<file path="src/head_pose_limiter_unit_defines.svh">
// Assertion macros shared by the head pose limiter RTL.
`ifndef HEAD_POSE_LIMITER_UNIT_DEFINES_SVH
`define HEAD_POSE_LIMITER_UNIT_DEFINES_SVH
`ifndef SYNTHESIS
// Checked at every edge outside reset.
`define HPL_ASSERT(lbl, clk, rst, prop, msg) \
  lbl: assert property (@(posedge clk) disable iff (rst) prop) else $error(msg);
// Checked at every edge, reset included.
`define HPL_ASSERT_ALWAYS(lbl, clk, prop, msg) \
  lbl: assert property (@(posedge clk) prop) else $error(msg);
`else
`define HPL_ASSERT(lbl, clk, rst, prop, msg)
`define HPL_ASSERT_ALWAYS(lbl, clk, prop, msg)
`endif
`endif

</file>
<file path="src/hpl_pkg.sv">
`timescale 1ns / 1ps
// Package: payload types, formats and CORDIC angle table of the head pose limiter.
package hpl_pkg;

  localparam int CORDIC_STAGES_DEF = 16;
  localparam int ATAN_TAB_LEN      = 24;

  localparam int POS_W       = 20;
  localparam int QUAT_W      = 16;
  localparam int PITCH_LIM_W = 13;
  localparam int YAW_LIM_W   = 14;
  localparam int POS_LIM_W   = 19;
  localparam int CFG_W       = 19;
  localparam int CFG_IDX_W   = 3;

  localparam int PROD_W = 32;   // product of two components
  localparam int SUM_W  = 35;   // sine / cosine terms, Q28
  localparam int ROOT_W = 29;   // floor sqrt of the pitch cosine term
  localparam int REM_W  = 2 * ROOT_W - 1;
  localparam int ANG_W  = 26;   // angle, 1/65536 degree
  localparam int VEC_W  = 37;   // vectoring CORDIC x / y
  localparam int ROT_W  = 33;   // rotation CORDIC x / y, Q30
  localparam int TRIG_W = 18;   // sine / cosine, Q16
  localparam int FULL_W = 56;   // triple products, Q48

  localparam int TRIG_SHIFT = 14;
  localparam int OUT_SHIFT  = 34;
  localparam int SPLIT_W    = 17;

  localparam logic signed [ANG_W-1:0] ANG_HALF    = 26'sd11796480;
  localparam logic signed [ANG_W-1:0] ANG_FULL    = 26'sd23592960;
  localparam logic signed [ANG_W-1:0] ANG_QUARTER = 26'sd5898240;
  localparam logic signed [SUM_W-1:0] ONE_Q28     = 35'sd268435456;
  localparam logic signed [ROT_W-1:0] INV_GAIN_Q30 = 33'sd652032874;
  localparam logic signed [ROT_W-1:0] TRIG_RND    = 33'sd8192;
  localparam logic signed [FULL_W-1:0] OUT_RND    = 56'sd8589934592;
  localparam logic signed [FULL_W-1:0] Q14_ONE    = 56'sd16384;

  localparam logic [PITCH_LIM_W-1:0] PITCH_LIMIT_RST = 13'd5760;
  localparam logic [YAW_LIM_W-1:0]   YAW_LIMIT_RST   = 14'd11520;
  localparam logic [POS_LIM_W-1:0]   POS_LIMIT_RST   = 19'd524287;

  // register indexes
  localparam logic [CFG_IDX_W-1:0] REG_PITCH_LIMIT = 3'd0;
  localparam logic [CFG_IDX_W-1:0] REG_YAW_LIMIT   = 3'd1;
  localparam logic [CFG_IDX_W-1:0] REG_POS_LIMIT_X = 3'd2;
  localparam logic [CFG_IDX_W-1:0] REG_POS_LIMIT_Y = 3'd3;
  localparam logic [CFG_IDX_W-1:0] REG_POS_LIMIT_Z = 3'd4;

  typedef struct packed {
    logic signed [POS_W-1:0]  pos_x;
    logic signed [POS_W-1:0]  pos_y;
    logic signed [POS_W-1:0]  pos_z;
    logic signed [QUAT_W-1:0] quat_w;
    logic signed [QUAT_W-1:0] quat_x;
    logic signed [QUAT_W-1:0] quat_y;
    logic signed [QUAT_W-1:0] quat_z;
  } pose_t;

  typedef struct packed {
    logic signed [POS_W-1:0]  lim_pos_x;
    logic signed [POS_W-1:0]  lim_pos_y;
    logic signed [POS_W-1:0]  lim_pos_z;
    logic signed [QUAT_W-1:0] lim_quat_w;
    logic signed [QUAT_W-1:0] lim_quat_x;
    logic signed [QUAT_W-1:0] lim_quat_y;
    logic signed [QUAT_W-1:0] lim_quat_z;
  } lim_pose_t;

  // atan(2^-i) in 1/65536 degree, rounded
  function automatic logic signed [ANG_W-1:0] atan_ang(input int idx);
    case (idx)
      0:  return 26'sd2949120;
      1:  return 26'sd1740967;
      2:  return 26'sd919879;
      3:  return 26'sd466945;
      4:  return 26'sd234379;
      5:  return 26'sd117304;
      6:  return 26'sd58666;
      7:  return 26'sd29335;
      8:  return 26'sd14668;
      9:  return 26'sd7334;
      10: return 26'sd3667;
      11: return 26'sd1833;
      12: return 26'sd917;
      13: return 26'sd458;
      14: return 26'sd229;
      15: return 26'sd115;
      16: return 26'sd57;
      17: return 26'sd29;
      18: return 26'sd14;
      19: return 26'sd7;
      20: return 26'sd4;
      21: return 26'sd2;
      22: return 26'sd1;
      default: return 26'sd0;
    endcase
  endfunction

endpackage

</file>
<file path="src/hpl_isqrt.sv">
`timescale 1ns / 1ps
// Pipelined floor square root, one root bit per stage.
module hpl_isqrt #(
  parameter int ROOT_W = hpl_pkg::ROOT_W
) (
  input  logic                  clk,
  input  logic                  en,
  input  logic [2*ROOT_W-2:0]   rem,
  output logic [ROOT_W-1:0]     root
);

  localparam int RW = 2 * ROOT_W + 1;

  logic [RW-1:0]     r_st [ROOT_W];
  logic [ROOT_W-1:0] q_st [ROOT_W];

  for (genvar j = 0; j < ROOT_W; j++) begin : g_bit
    localparam int K = ROOT_W - 1 - j;
    logic [RW-1:0]     r_in;
    logic [ROOT_W-1:0] q_in;
    logic [RW-1:0]     d;

    if (j == 0) begin : g_first
      assign r_in = RW'(rem);
      assign q_in = '0;
    end else begin : g_next
      assign r_in = r_st[j-1];
      assign q_in = q_st[j-1];
    end

    // (q + 2^k)^2 - q^2
    assign d = (RW'(q_in) << (K + 1)) + (RW'(1) << (2 * K));

    always_ff @(posedge clk) begin
      if (en) begin
        if (r_in >= d) begin
          r_st[j] <= r_in - d;
          q_st[j] <= q_in | (ROOT_W'(1) << K);
        end else begin
          r_st[j] <= r_in;
          q_st[j] <= q_in;
        end
      end
    end
  end

  assign root = q_st[ROOT_W-1];

endmodule

</file>
<file path="config.mk">
export PLATFORM = sky130hd
export DESIGN_NAME = hpl_isqrt
export DESIGN_NICKNAME = d
export VERILOG_FILES = /design/src/head_pose_limiter_unit_defines.svh /design/src/hpl_pkg.sv /design/src/hpl_isqrt.sv
export SDC_FILE = /design/constraint.sdc
export NUM_CORES = 2
export LEC_CHECK = 0
export BUFFER_PORTS_ARGS = -buffer_cell sky130_fd_sc_hd__buf_2
export CORE_ASPECT_RATIO = 1.25
export CORE_MARGIN = 5
export CORE_UTILIZATION = 60
export CTS_CLUSTER_DIAMETER = 50
export DETAILED_ROUTE_END_ITERATION = 7
export PLACE_DENSITY_LB_ADDON = 0.2
export REMOVE_ABC_BUFFERS = 1
export SLEW_MARGIN = 10
export SYNTH_ARGS = -nofsm -noshare
export SYNTH_HDL_FRONTEND = slang
export SYNTH_SLANG_ARGS = --single-unit
</file>
<file path="constraint.sdc">
create_clock -name clk -period 8.2 [get_ports clk]
set_input_delay 1.64 -clock clk [delete_from_list [all_inputs] [get_ports clk]]
set_output_delay 1.64 -clock clk [all_outputs]
set_load 0.05 [all_outputs]
</file>
-- Word-level counts from Yosys, hierarchy flattened
Memories as Yosys holds them, arrays and structs flattened.
Index checks and enable logic that the tools add are counted.
- bits in registers: 0
- bits in latches: 0
- bits in writable memories: 2552
- bits in read-only memories: 0
- bits of input ports: 59
- output and inout port bits: 29
- word-level logic and storage cells: 378
- memories: 2
- memory list (memory ; depth ; width ; read ports ; clocked after memory_dff ; wr ports ; RTL line ; text):
    r_st ; 29 ; 59 ; 28 ; 0 ; 29 ; hpl_isqrt.sv:14 ; logic [RW-1:0] r_st [ROOT_W];
    q_st ; 29 ; 29 ; 29 ; 0 ; 29 ; hpl_isqrt.sv:15 ; logic [ROOT_W-1:0] q_st [ROOT_W];
- add/subtract/negate cells: 57
- multiply operators: 0
- divide/modulo/power cells: 0
- $lt $le $gt $ge: 29
- equality and inequality tests: 0
- shift operators: 0
- muxes and demuxes: 232
- bitwise logic cells: 58
- reduce and logical (&&, ||, !) cells: 0
- operator list (operator ; number):
    two-way mux 59 bit ; 29
    two-way mux 29 bit ; 29
    two-way mux 1 bit ; 174
    greater-or-equal comparator 59 x 31 -> 1 bit ; 1
    greater-or-equal comparator 59 x 32 -> 1 bit ; 1
    greater-or-equal comparator 59 x 33 -> 1 bit ; 1
    greater-or-equal comparator 59 x 34 -> 1 bit ; 1
    greater-or-equal comparator 59 x 35 -> 1 bit ; 1
    greater-or-equal comparator 59 x 36 -> 1 bit ; 1
    greater-or-equal comparator 59 x 37 -> 1 bit ; 1
    greater-or-equal comparator 59 x 38 -> 1 bit ; 1
    greater-or-equal comparator 59 x 39 -> 1 bit ; 1
    greater-or-equal comparator 59 x 40 -> 1 bit ; 1
    greater-or-equal comparator 59 x 41 -> 1 bit ; 1
    greater-or-equal comparator 59 x 42 -> 1 bit ; 1
    greater-or-equal comparator 59 x 43 -> 1 bit ; 1
    greater-or-equal comparator 59 x 44 -> 1 bit ; 1
    greater-or-equal comparator 59 x 45 -> 1 bit ; 1
    greater-or-equal comparator 59 x 46 -> 1 bit ; 1
    greater-or-equal comparator 59 x 47 -> 1 bit ; 1
    greater-or-equal comparator 59 x 48 -> 1 bit ; 1
    greater-or-equal comparator 59 x 49 -> 1 bit ; 1
    greater-or-equal comparator 59 x 50 -> 1 bit ; 1
    greater-or-equal comparator 59 x 51 -> 1 bit ; 1
    other kinds (66) ; 123

-- Depth between registers and ports, before layout
An unclocked memory read counts as a cell.
- word-level depth: 7
- depth in mapped cells: 14
- mapped depth without buffers: 13

-- Least setup slack after synthesis
Ideal clock, no wire load.
- kind: input -> register
- start: in en
- end: mem q_st[27][1] (netlist: q_st[1][320]), enable pin
- library setup time: 0.476 ns
- arrival time: 5.072 ns
- data required time: 7.724 ns
- slack: 2.652 ns
- stages: 5
- buffers on the path: 5
- cell sequence: clkbuf_1 > clkbuf_1 > clkbuf_1 > clkbuf_1 > clkbuf_1
- RTL lines (what ; RTL line ; text):
    start, declared ; hpl_isqrt.sv:7 ; input logic en,
    end, declared ; hpl_isqrt.sv:15 ;

==> results by group <==
Clocking
  – Clk slew on worst S/H paths: 0.07 ns
  – CTS max path bufs: 3
  – CTS tree: done
  – Resized Gates After CTS: 0
  – Post-CTS setup buffer count: 0
  – Worst skew pair latency: 0.87 ns
  – TritonCTS Buffers: approximately 200
  – Clock Sinks: around 2100
  – Cts hold-fix bufs: 0
  – # H-tree levels: 4
  – CTS root buf: clkbuf_16

Yosys
  – Synth top area share: 61.8%
  – EDFF count, synth: about 2100
  – Main synth FF type: edfxtp_1
  – Yosys reg bits: 2086
  – Sequential area share after synthesis: 61.8%
  – Synth warn: 0
  – Synth Instances: 8180
  – Largest area contributor in the netlist: edfxtp_1
  – Cell variety after synth: between 90 and 100
  – Syn_area_per_cell: 12.4 sq um
  – Synthesized cell area: 0.101 sq mm
  – Main area contributors after synthesis: edfxtp_1 62%, ha_1 5.7%, xnor2_1 3.2%, xor2_1 3.1%, nand2_1 2.2%
  – Ys async rst share: 0%

Power
  – Worst vdd ir: 256 uV
  – P_int: 21.1 mW
  – Final Power: 30.0 mW
  – Net Sw Frac: slightly below 30%
  – Comb pwr share: roughly 20%
  – Cell Pwr Density: around 270 mW/mm^2
  – Seq pwr share: 48.6%
  – NetSw: 8.86 mW
  – Fraction of power consumed by the clock network: 31.9%
  – P_leak: 41.7 nW

Timing
  – Final Hold Fails: 0
  – Maximum clock rate: 206 MHz
  – Slew Limit Headroom: 18.8%
  – Setup TNS: 0 ns
  – Skew final: between 0.07 and 0.08 ns
  – Unrepaired setup endpoints after global routing: false
  – Max-slew violations: 0
  – Final min period: 4.85 ns
  – Setup ws final: 3.35 ns
  – Final setup fails: 0
  – Fin crit share: 59.2%
  – Worst Max-Slew Pin Slew: 1.21 ns

Finish
  – Commonest cells after routing, fill and taps aside: 2086 x edfxtp_1, 581 x nand2_1, 570 x inv_1
  – Layout cells sized above 1: roughly 6.8%
  – Synth-to-layout area growth: 9.81%
  – # fillers: about 12000
  – Final #Nets: 8835
  – Most common library cell in the layout ignoring fill and taps: edfxtp_1
  – Post-Layout Cell Count: 10700
  – Final core occ: between 60 and 70%

Critical path
  – Slowest-stage cell, CP: a21oi_1
  – Crit Path Class: reg -> reg
  – CP Cell Sequence: inv_1 -> ha_1 -> o21ai_0 -> a2111oi_1 -> buf_4 -> a211oi_1 -> o31ai_1 -> a2111o_1 -> o2111ai_1 -> a21oi_1 -> nand4_1 -> xnor2_1
  – Largest stage delay, worst path: 0.74 ns
  – Worst Path Max Fanout: 8
  – Worst setup EP type: flop
  – Worst setup SP type: flop
  – WP data required: 8.81 ns
  – CP arrival: 5.46 ns

Drt
  – Drt pass-1 iters: 7
  – Via/cell ratio: 6.17
  – # DRC: 0
  – Initial DRC Count: roughly 6600
  – ANT nets after route: 0
  – Vias: 66100
  – Post-Route WL: 243 mm
  – Wirelength per Cell: 22.7 microns

Placed design
  – Placed cells: about 10000
  – DP HPWL: 182 mm
  – Port Buf Inserts: between 80 and 90
  – Place WS: around 3 ns
  – Gpl congestion: 0.943

Global route
  – First-pass GRT wire length: 373 mm
  – Pin count of the biggest net entering global routing: 187
  – Total GRT Usage: 27.1%
  – Global route overflow: 0
  – Initial antenna violation count: 10
  – Vias in the first global route: ~64000

Die
  – Die span in x: 378 microns
  – Rows: 168
  – Die ar.: roughly 0.18 sq mm
  – Top-level port count: a little under 90
  – DIE HEIGHT: roughly 470 microns
  – Initial core utilization: 60.4%
  – CORE AREA: 0.168 sq mm

Run status
  – Status: complete, no violations

Flow run
  – # Max-Cap Violations: 0

Hold path
  – Worst min path class: reg -> reg
per-layer routing:
layer | global-route usage [%] | wire length [microns]
met5 | 0 | 13
met4 | 9.53 | 8940
met3 | 4.03 | 14300
met2 | 46.9 | 122000
met1 | 35.0 | 97500
power by group through the flow:
stage	logic [mW]	registers, mW	clock network, mW
after global placement	5.69	14.7	0
after detailed placement	5.77	14.8	0
after global routing	6.49	14.7	10.2
after CTS	5.82	14.5	9.69
after floorplan	4.25	14.2	0
final	5.87	14.6	9.54
Yosys cell counts (207+ instances only):
cell type / count
a21oi_1: 418
o21ai_0: 402
inv_1: 570
nor4_1: 297
nor3_1: 254
nand2_1: 581
ha_1: 460
xnor2_1: 373
nor2_1: 502
a21o_1: 207
edfxtp_1: 2086
xor2_1: 354
kinds of logic (layout without fill, tap and decap cells):
| family | count (synthesis) | in the layout | synth area share, % |
|---|---|---|---|
| and+or+nand+nor | 2556 | 2556 | 13.2 |
| DFF | 2086 | 2086 | 61.8 |
| AOI/OAI and AO/OA | 1502 | 1502 | 9.35 |
| buffers and inverters | 777 | 1088 | 2.89 |
| xor gates and xnor gates | 727 | 727 | 6.28 |
| adders and majority gates | 460 | 460 | 5.68 |
| muxes | 72 | 72 | 0.789 |
| other | 0 | 1 | 0 |
worst paths after layout:
kind,startpoint,to,slack (ns),cells past startpoint
worst max-delay path,q_st[1][264],r_st[1][648],3.35,12
worst min-delay path,q_st[1][307],q_st[1][336],0.41,0
worst max register to register,q_st[1][264],r_st[1][648],3.35,12
worst min register to register,q_st[1][307],q_st[1][336],0.41,0
stage by stage:
step                      cell area, sq um  hold WS (ns)
after CTS                           111000         0.420
after floorplan                     101000         0.417
after global placement              104000         0.426
after detailed placement            104000         0.425
after global routing                111000         0.436
final                               111000         0.414
critical path, delay by kind of cell, from the launching register on:
family / cells / cell delay (ns)
compound gates: 7 / 3.03
xor+xnor: 1 / 0.18
fa+ha+maj: 1 / 0.34
buf+inv: 2 / 0.32
flops: 1 / 0.51
simple gates: 1 / 0.21
sequential cells by signal, summed over array words and instances, names as in the netlist:
name / cells
r_st: 1651
q_st: 435
layout make-up:
type,instances,area (sq um),area share [%]
sequential,2086,62600,56.3
multi-input combinational,5317,35900,32.3
clock buffer,239,5240,4.70
tap,2210,2770,2.48
inverter,572,2150,1.93
clock inverter,142,1700,1.52
timing repair buffer,135,911,0.818
antenna,1,2.50,0.00225
Note: power is estimated with default switching activity, not from simulation.
