$ cat src/head_pose_limiter_unit_defines.svh
// Assertion macros shared by the head pose limiter RTL.
`ifndef HEAD_POSE_LIMITER_UNIT_DEFINES_SVH
`define HEAD_POSE_LIMITER_UNIT_DEFINES_SVH
`ifndef SYNTHESIS
// Checked at every edge outside reset.
`define HPL_ASSERT(lbl, clk, rst, prop, msg) \
  lbl: assert property (@(posedge clk) disable iff (rst) prop) else $error(msg);
// Checked at every edge, reset included.
`define HPL_ASSERT_ALWAYS(lbl, clk, prop, msg) \
  lbl: assert property (@(posedge clk) prop) else $error(msg);
`else
`define HPL_ASSERT(lbl, clk, rst, prop, msg)
`define HPL_ASSERT_ALWAYS(lbl, clk, prop, msg)
`endif
`endif

$ cat src/hpl_pkg.sv
`timescale 1ns / 1ps
// Package: payload types, formats and CORDIC angle table of the head pose limiter.
package hpl_pkg;

  localparam int CORDIC_STAGES_DEF = 16;
  localparam int ATAN_TAB_LEN      = 24;

  localparam int POS_W       = 20;
  localparam int QUAT_W      = 16;
  localparam int PITCH_LIM_W = 13;
  localparam int YAW_LIM_W   = 14;
  localparam int POS_LIM_W   = 19;
  localparam int CFG_W       = 19;
  localparam int CFG_IDX_W   = 3;

  localparam int PROD_W = 32;   // product of two components
  localparam int SUM_W  = 35;   // sine / cosine terms, Q28
  localparam int ROOT_W = 29;   // floor sqrt of the pitch cosine term
  localparam int REM_W  = 2 * ROOT_W - 1;
  localparam int ANG_W  = 26;   // angle, 1/65536 degree
  localparam int VEC_W  = 37;   // vectoring CORDIC x / y
  localparam int ROT_W  = 33;   // rotation CORDIC x / y, Q30
  localparam int TRIG_W = 18;   // sine / cosine, Q16
  localparam int FULL_W = 56;   // triple products, Q48

  localparam int TRIG_SHIFT = 14;
  localparam int OUT_SHIFT  = 34;
  localparam int SPLIT_W    = 17;

  localparam logic signed [ANG_W-1:0] ANG_HALF    = 26'sd11796480;
  localparam logic signed [ANG_W-1:0] ANG_FULL    = 26'sd23592960;
  localparam logic signed [ANG_W-1:0] ANG_QUARTER = 26'sd5898240;
  localparam logic signed [SUM_W-1:0] ONE_Q28     = 35'sd268435456;
  localparam logic signed [ROT_W-1:0] INV_GAIN_Q30 = 33'sd652032874;
  localparam logic signed [ROT_W-1:0] TRIG_RND    = 33'sd8192;
  localparam logic signed [FULL_W-1:0] OUT_RND    = 56'sd8589934592;
  localparam logic signed [FULL_W-1:0] Q14_ONE    = 56'sd16384;

  localparam logic [PITCH_LIM_W-1:0] PITCH_LIMIT_RST = 13'd5760;
  localparam logic [YAW_LIM_W-1:0]   YAW_LIMIT_RST   = 14'd11520;
  localparam logic [POS_LIM_W-1:0]   POS_LIMIT_RST   = 19'd524287;

  // register indexes
  localparam logic [CFG_IDX_W-1:0] REG_PITCH_LIMIT = 3'd0;
  localparam logic [CFG_IDX_W-1:0] REG_YAW_LIMIT   = 3'd1;
  localparam logic [CFG_IDX_W-1:0] REG_POS_LIMIT_X = 3'd2;
  localparam logic [CFG_IDX_W-1:0] REG_POS_LIMIT_Y = 3'd3;
  localparam logic [CFG_IDX_W-1:0] REG_POS_LIMIT_Z = 3'd4;

  typedef struct packed {
    logic signed [POS_W-1:0]  pos_x;
    logic signed [POS_W-1:0]  pos_y;
    logic signed [POS_W-1:0]  pos_z;
    logic signed [QUAT_W-1:0] quat_w;
    logic signed [QUAT_W-1:0] quat_x;
    logic signed [QUAT_W-1:0] quat_y;
    logic signed [QUAT_W-1:0] quat_z;
  } pose_t;

  typedef struct packed {
    logic signed [POS_W-1:0]  lim_pos_x;
    logic signed [POS_W-1:0]  lim_pos_y;
    logic signed [POS_W-1:0]  lim_pos_z;
    logic signed [QUAT_W-1:0] lim_quat_w;
    logic signed [QUAT_W-1:0] lim_quat_x;
    logic signed [QUAT_W-1:0] lim_quat_y;
    logic signed [QUAT_W-1:0] lim_quat_z;
  } lim_pose_t;

  // atan(2^-i) in 1/65536 degree, rounded
  function automatic logic signed [ANG_W-1:0] atan_ang(input int idx);
    case (idx)
      0:  return 26'sd2949120;
      1:  return 26'sd1740967;
      2:  return 26'sd919879;
      3:  return 26'sd466945;
      4:  return 26'sd234379;
      5:  return 26'sd117304;
      6:  return 26'sd58666;
      7:  return 26'sd29335;
      8:  return 26'sd14668;
      9:  return 26'sd7334;
      10: return 26'sd3667;
      11: return 26'sd1833;
      12: return 26'sd917;
      13: return 26'sd458;
      14: return 26'sd229;
      15: return 26'sd115;
      16: return 26'sd57;
      17: return 26'sd29;
      18: return 26'sd14;
      19: return 26'sd7;
      20: return 26'sd4;
      21: return 26'sd2;
      22: return 26'sd1;
      default: return 26'sd0;
    endcase
  endfunction

endpackage

$ cat src/hpl_rot_cordic.sv
`timescale 1ns / 1ps
// Rotation CORDIC: cosine and sine of an angle, rounded to Q16.
module hpl_rot_cordic #(
  parameter int STAGES = hpl_pkg::CORDIC_STAGES_DEF
) (
  input  logic                               clk,
  input  logic                               en,
  input  logic signed [hpl_pkg::ANG_W-1:0]   z_in,
  output logic signed [hpl_pkg::TRIG_W-1:0]  cos_o,
  output logic signed [hpl_pkg::TRIG_W-1:0]  sin_o
);
  import hpl_pkg::*;

  logic signed [ROT_W-1:0] xs [STAGES];
  logic signed [ROT_W-1:0] ys [STAGES];
  logic signed [ANG_W-1:0] zs [STAGES];

  for (genvar i = 0; i < STAGES; i++) begin : g_stage
    localparam logic signed [ANG_W-1:0] ATAN = atan_ang(i);
    logic signed [ROT_W-1:0] x_i, y_i, dx, dy;
    logic signed [ANG_W-1:0] z_i;

    if (i == 0) begin : g_first
      assign x_i = INV_GAIN_Q30;
      assign y_i = '0;
      assign z_i = z_in;
    end else begin : g_next
      assign x_i = xs[i-1];
      assign y_i = ys[i-1];
      assign z_i = zs[i-1];
    end

    assign dx = y_i >>> i;
    assign dy = x_i >>> i;

    always_ff @(posedge clk) begin
      if (en) begin
        if (!z_i[ANG_W-1]) begin
          xs[i] <= x_i - dx;
          ys[i] <= y_i + dy;
          zs[i] <= z_i - ATAN;
        end else begin
          xs[i] <= x_i + dx;
          ys[i] <= y_i - dy;
          zs[i] <= z_i + ATAN;
        end
      end
    end
  end

  always_ff @(posedge clk) begin
    if (en) begin
      cos_o <= TRIG_W'((xs[STAGES-1] + TRIG_RND) >>> TRIG_SHIFT);
      sin_o <= TRIG_W'((ys[STAGES-1] + TRIG_RND) >>> TRIG_SHIFT);
    end
  end

endmodule

$ cat config.mk
export PLATFORM = sky130hd
export DESIGN_NAME = hpl_rot_cordic
export DESIGN_NICKNAME = d
export VERILOG_FILES = /design/src/head_pose_limiter_unit_defines.svh /design/src/hpl_pkg.sv /design/src/hpl_rot_cordic.sv
export SDC_FILE = /design/constraint.sdc
export NUM_CORES = 2
export LEC_CHECK = 0
export BUFFER_PORTS_ARGS = -buffer_cell sky130_fd_sc_hd__buf_2
export CELL_PAD_IN_SITES_DETAIL_PLACEMENT = 0
export CELL_PAD_IN_SITES_GLOBAL_PLACEMENT = 2
export CORE_MARGIN = 8
export CORE_UTILIZATION = 39
export CTS_CLUSTER_DIAMETER = 100
export DETAILED_ROUTE_END_ITERATION = 6
export GPL_TIMING_DRIVEN = 0
export PLACE_DENSITY_LB_ADDON = 0.1
export SLEW_MARGIN = 20
export SYNTH_ARGS = -nofsm -noshare
export SYNTH_HDL_FRONTEND = slang
export SYNTH_SLANG_ARGS = --single-unit
export TNS_END_PERCENT = 20
$ cat constraint.sdc
create_clock -name clk -period 5.5 [get_ports clk]
set_input_delay 0.825 -clock clk [delete_from_list [all_inputs] [get_ports clk]]
set_output_delay 0.825 -clock clk [all_outputs]
set_load 0.005 [all_outputs]
======== Yosys cells after proc, flatten, opt, wreduce, memory -nomap -nowiden ========
Memory sizes are Yosys's and may differ from the RTL's.
Cells that the tools add are included.
storage, ports and cells
  output and inout bits ................... 36
  bits of input ports ..................... 28
  bits in registers ....................... 36
  memories kept ........................... 3
  bits in writable memories ............... 1472
  logic and storage cells ................. 291
memory list
  name  depth  width  rd ports  clocked after Yosys merged registers in  wr ports  line                  RTL
  xs    16     33     16        0                                        16        hpl_rot_cordic.sv:14  logic signed [ROT_W-1:0] xs [STAGES];
  ys    16     33     16        0                                        16        hpl_rot_cordic.sv:15  logic signed [ROT_W-1:0] ys [STAGES];
  zs    16     26     15        0                                        16        hpl_rot_cordic.sv:16  logic signed [ANG_W-1:0] zs [STAGES];
cells by class
  $add $sub $neg .......................... 94
  bitwise gates (word level) .............. 48
  multiplexer cells ....................... 144
operators with widths
  cell                          number
  2-to-1 mux 33 bit             32
  2-to-1 mux 26 bit             16
  2-to-1 mux 1 bit              96
  adder 33 x 18 -> 33 bit       2
  adder 33 x 19 -> 33 bit       2
  adder 33 x 20 -> 33 bit       2
  adder 33 x 21 -> 33 bit       2
  adder 33 x 22 -> 33 bit       2
  adder 33 x 23 -> 33 bit       2
  adder 33 x 24 -> 33 bit       2
  adder 33 x 25 -> 33 bit       2
  adder 33 x 26 -> 33 bit       2
  adder 33 x 27 -> 33 bit       2
  adder 33 x 28 -> 33 bit       2
  adder 33 x 29 -> 33 bit       2
  adder 33 x 30 -> 33 bit       2
  adder 33 x 31 -> 33 bit       2
  adder 33 x 32 -> 33 bit       2
  subtractor 33 x 18 -> 33 bit  2
  subtractor 33 x 19 -> 33 bit  2
  subtractor 33 x 20 -> 33 bit  2
  subtractor 33 x 21 -> 33 bit  2
  subtractor 33 x 22 -> 33 bit  2
  subtractor 33 x 23 -> 33 bit  2
  other kinds (43)              100

======== Logic depth before layout (Yosys ltp) ========
An unclocked memory read counts as a cell.
  word-level depth ........................ 5
  mapped depth ............................ 21
  mapped depth without buffers ............ 21

======== Worst setup path after synthesis ========
No wires, ideal clock.
  path kind ............................... input -> register
  start point ............................. in en
  end point ............................... mem xs[11][30] (netlist: xs[1][129]), data pin
  setup time .............................. 262 ps
  data required time ...................... 5238 ps
  buffers on the path ..................... 4
  arrival ................................. 5011 ps
  slack ................................... 227 ps
  cell stages on the path ................. 17
  path through ............................ clkbuf_1 -> clkbuf_1 -> nand2_1 -> clkbuf_1 -> clkbuf_1 -> o21ai_0 -> fa_1 -> a211oi_1 -> nor2_1 -> o31a_1 -> o21ba_2 -> a221oi_1 -> a211oi_1 -> o2111ai_1 -> nand4b_1 -> o31ai_1 -> xnor2_1
RTL lines
  element          line                  RTL
  start, declared  hpl_rot_cordic.sv:7   input logic en,
  end, declared    hpl_rot_cordic.sv:14

==> run summary <==
CP most frequent cell -> o21ai_0
Setup crit start kind -> input port
Antenna violations before repair -> 9
Status -> finished, final reports clean
CTS tree -> done
Gpl congestion -> 0.8902
Net count, final -> 13230
EDFF count, synth -> 1339
Critical path class -> input port to flop
WL/cell -> 21.02 um
Post-synthesis sequential area ratio -> 0.3586
First-pass DRT Iterations -> 6
Post-Synthesis Cell Area -> 112100 um2
Mean Syn Cell Area -> 9.660 um2
DIE AREA -> 305000 um2
CTS max path bufs -> 4
Final wirelength -> 332100 um
Die height -> 552.2 um
CP max FO -> 40
Max_cap viols -> 0
Hold crit path type -> input port to flop
DRC -> 0
WHS -> 161.3 ps
Final period util -> 0.9917
Inserted Clock Buffers -> 172
Time the worst path needs with I/O delays and setup -> 5455 ps
1st-iter DRT viols -> 6019
Clk_lat worst skew -> 870 ps
Core Rows -> 197
Fraction of layout cells with a size suffix above 1 -> 0.05584
Worst path bufs/invs -> 5
Pin count of the biggest net entering global routing -> 60
Cells along the critical path -> buf_12 > clkbuf_8 > nand2_2 > clkbuf_2 > clkbuf_2 > buf_12 > o21ai_0 > ha_1 > a21o_1 > a21oi_1 > o21ai_0 > a31o_2 > o211ai_1 > a31oi_1 > o311a_1 > o21ai_0 > or4b_2 > o311ai_0
Post-synth ARST share -> 0
Crit path required time -> 6100 ps
HPWL Detailed -> 270800 um
Final Hold Fails -> 0
Synth warn -> 0
Cell type with the highest aggregate area in the netlist -> edfxtp_1
Fill cell count -> 27680
I/O Buffers -> 63
Clk sink count -> 1339
Max Freq -> 0.1833 GHz
Final ANT Viol Nets -> 0
Critical Path AT -> 6060 ps
Flops & latches, synth -> 1339
CP peak stage delay -> 600 ps
All-Layer GR Usage -> 0.2079
Routed vias -> 88050
H-Tree Depth -> 4
Area growth from synthesis to layout -> 11.18%
RSZ-0062 raised after global routing -> yes
Predominant post-synthesis flop cell -> edfxtp_1
Vias in the first global route -> 84010
# IOs -> 64
Die X -> 552.2 um
Top cell type's share of synthesized area -> 0.3586
CP Capture Type -> flop
CP delay by family, top -> compound AO/OA/AOI/OAI gates
First-pass GRT wire length -> 507300 um
# setup viols final -> 0
Clock skew -> 61.65 ps
Largest cells by area after synthesis -> edfxtp_1 36%, ha_1 14%, xnor2_1 8.9%, a21oi_1 5.0%, xor2_1 4.2%
Syn_nets -> 12960
Slew margin rel. -> 0.1928
Slowest cell on the critical path -> or4b_2
Core Region -> 287200 um2
Vias per cell -> 5.574
Slew Limit Fails -> 0
CTS clk-pin slew, worst paths -> 60 ps
Post-synthesis cell count -> 11610
Post-synthesis cell type count -> 94
Root buf cell -> clkbuf_16
GRT overflow -> 0
Worst Max-Slew Pin Slew -> 1196 ps
Initial cell density of the core -> 0.3905
cell usage in the layout (no fill, tap or decap), types with 74 or more instances in the layout:
cell       synthesis  routed
edfxtp_1        1339    1339
ha_1            1275    1275
xnor2_1         1138    1137
a21oi_1         1112    1108
nor2_1           938     938
nand2_1          650     636
o21ai_0          620     608
xor2_1           536     536
inv_1            490     484
a21o_1           444     444
nor3_1           307     299
nand3_1          218     218
nor2b_1          178     178
clkbuf_16          0     176
nand2b_1         168     168
o21a_1           164     164
o31ai_1          148     144
a211oi_1         142     138
o21bai_1         135     135
and3_1           131     131
clkbuf_1         138     102
a31oi_1          103     101
or3_1             91      91
mux2i_1           77      74
state kept, by name, summed over array words and instances (netlist names):
| signal | count |
|---|---|
| zs | 365 |
| ys | 482 |
| sin_o | 18 |
| cos_o | 18 |
| xs | 456 |
Yosys cell counts (all sizes together), types with 138 or more instances:
master / instances
nor2: 938
nor2b: 179
xnor2: 1139
o21ai: 624
edfxtp: 1339
a21o: 444
nand3: 218
a21oi: 1113
xor2: 536
nor3: 308
o21a: 164
inv: 492
clkbuf: 138
a211oi: 142
ha: 1275
nand2: 650
nand2b: 168
o31ai: 149
per-layer routing:
| layer | vias to the layer above | GRT usage | part of all wire |
|---|---|---|---|
| met3 | 357 | 0.02078 | 0.040 |
| met1 | 42080 | 0.3001 | 0.49 |
| met5 | - | 0 | 0 |
| met4 | 0 | 0.05033 | 0.026 |
| met2 | 1758 | 0.3346 | 0.44 |
| li1 | 43860 | - | - |
final timing paths:
kind              start    endpoint  slack (ps)  cells after the start
max                  en  xs[0][194]          50                     18
min             z_in[0]    zs[0][0]         160                      1
max reg2reg  ys[0][253]   xs[1][29]         180                     13
min reg2reg  zs[0][106]  zs[0][132]         420                      0
logic make-up (layout without fill, tap and decap cells):
family | Yosys count | after routing | synth area share
mux | 115 | 115 | 0.01072
buf+inv | 663 | 1070 | 0.02219
xor+xnor | 1676 | 1676 | 0.1312
compound gates | 3397 | 3397 | 0.1927
flops | 1339 | 1339 | 0.3586
fa+ha+maj | 1319 | 1319 | 0.1501
other cells | 0 | 1 | 0
simple gates | 3100 | 3100 | 0.1345
per-stage QoR:
stage | utilization | worst slack, ps | cell area (um2) | setup TNS [ps] | instances
after floorplan | - | 227.2 | 112100 | 0 | 11610
after global placement | 0.4081 | -4189 | 117200 | -5987350 | 15450
after detailed placement | 0.4114 | -3730 | 118100 | -1522660 | 15490
after CTS | 0.4325 | -97.90 | 124200 | -166.7 | 15800
after global routing | 0.4342 | -174.1 | 124700 | -801.9 | 15800
final | 0.4342 | 45.39 | 124700 | 0 | 15800
worst reg2reg max path, delay by kind of cell (launching register included):
family          cells  cell delay, ps
flops               1             520
fa+ha+maj           1             230
simple gates        8            2970
compound gates      4            1280
what timing repair did:
| action | in CTS | in global routing |
|---|---|---|
| setup buffers | 1 | 3 |
| resized for setup | 89 | 118 |
| pin swaps | 1 | 3 |
| setup endpoints to repair | 746 | 103 |
| hold buffers | 0 | 0 |
layout make-up:
cell class	count	area, um2	area share
repair buffers	102	1236	0.009915
clock inverters	105	1249	0.01002
inverters	496	1886	0.01512
well taps	3781	4731	0.03794
flip-flops and latches	1339	40210	0.3225
clock buffers	204	4509	0.03617
multi-input cells	9607	70080	0.5621
diodes	1	2.502	0.00002007
plain buffers	163	778.2	0.006242
Power is left out: the tool's default activity adds up to more than one toggle a clock period on the data nets, which glitch-free logic cannot reach.
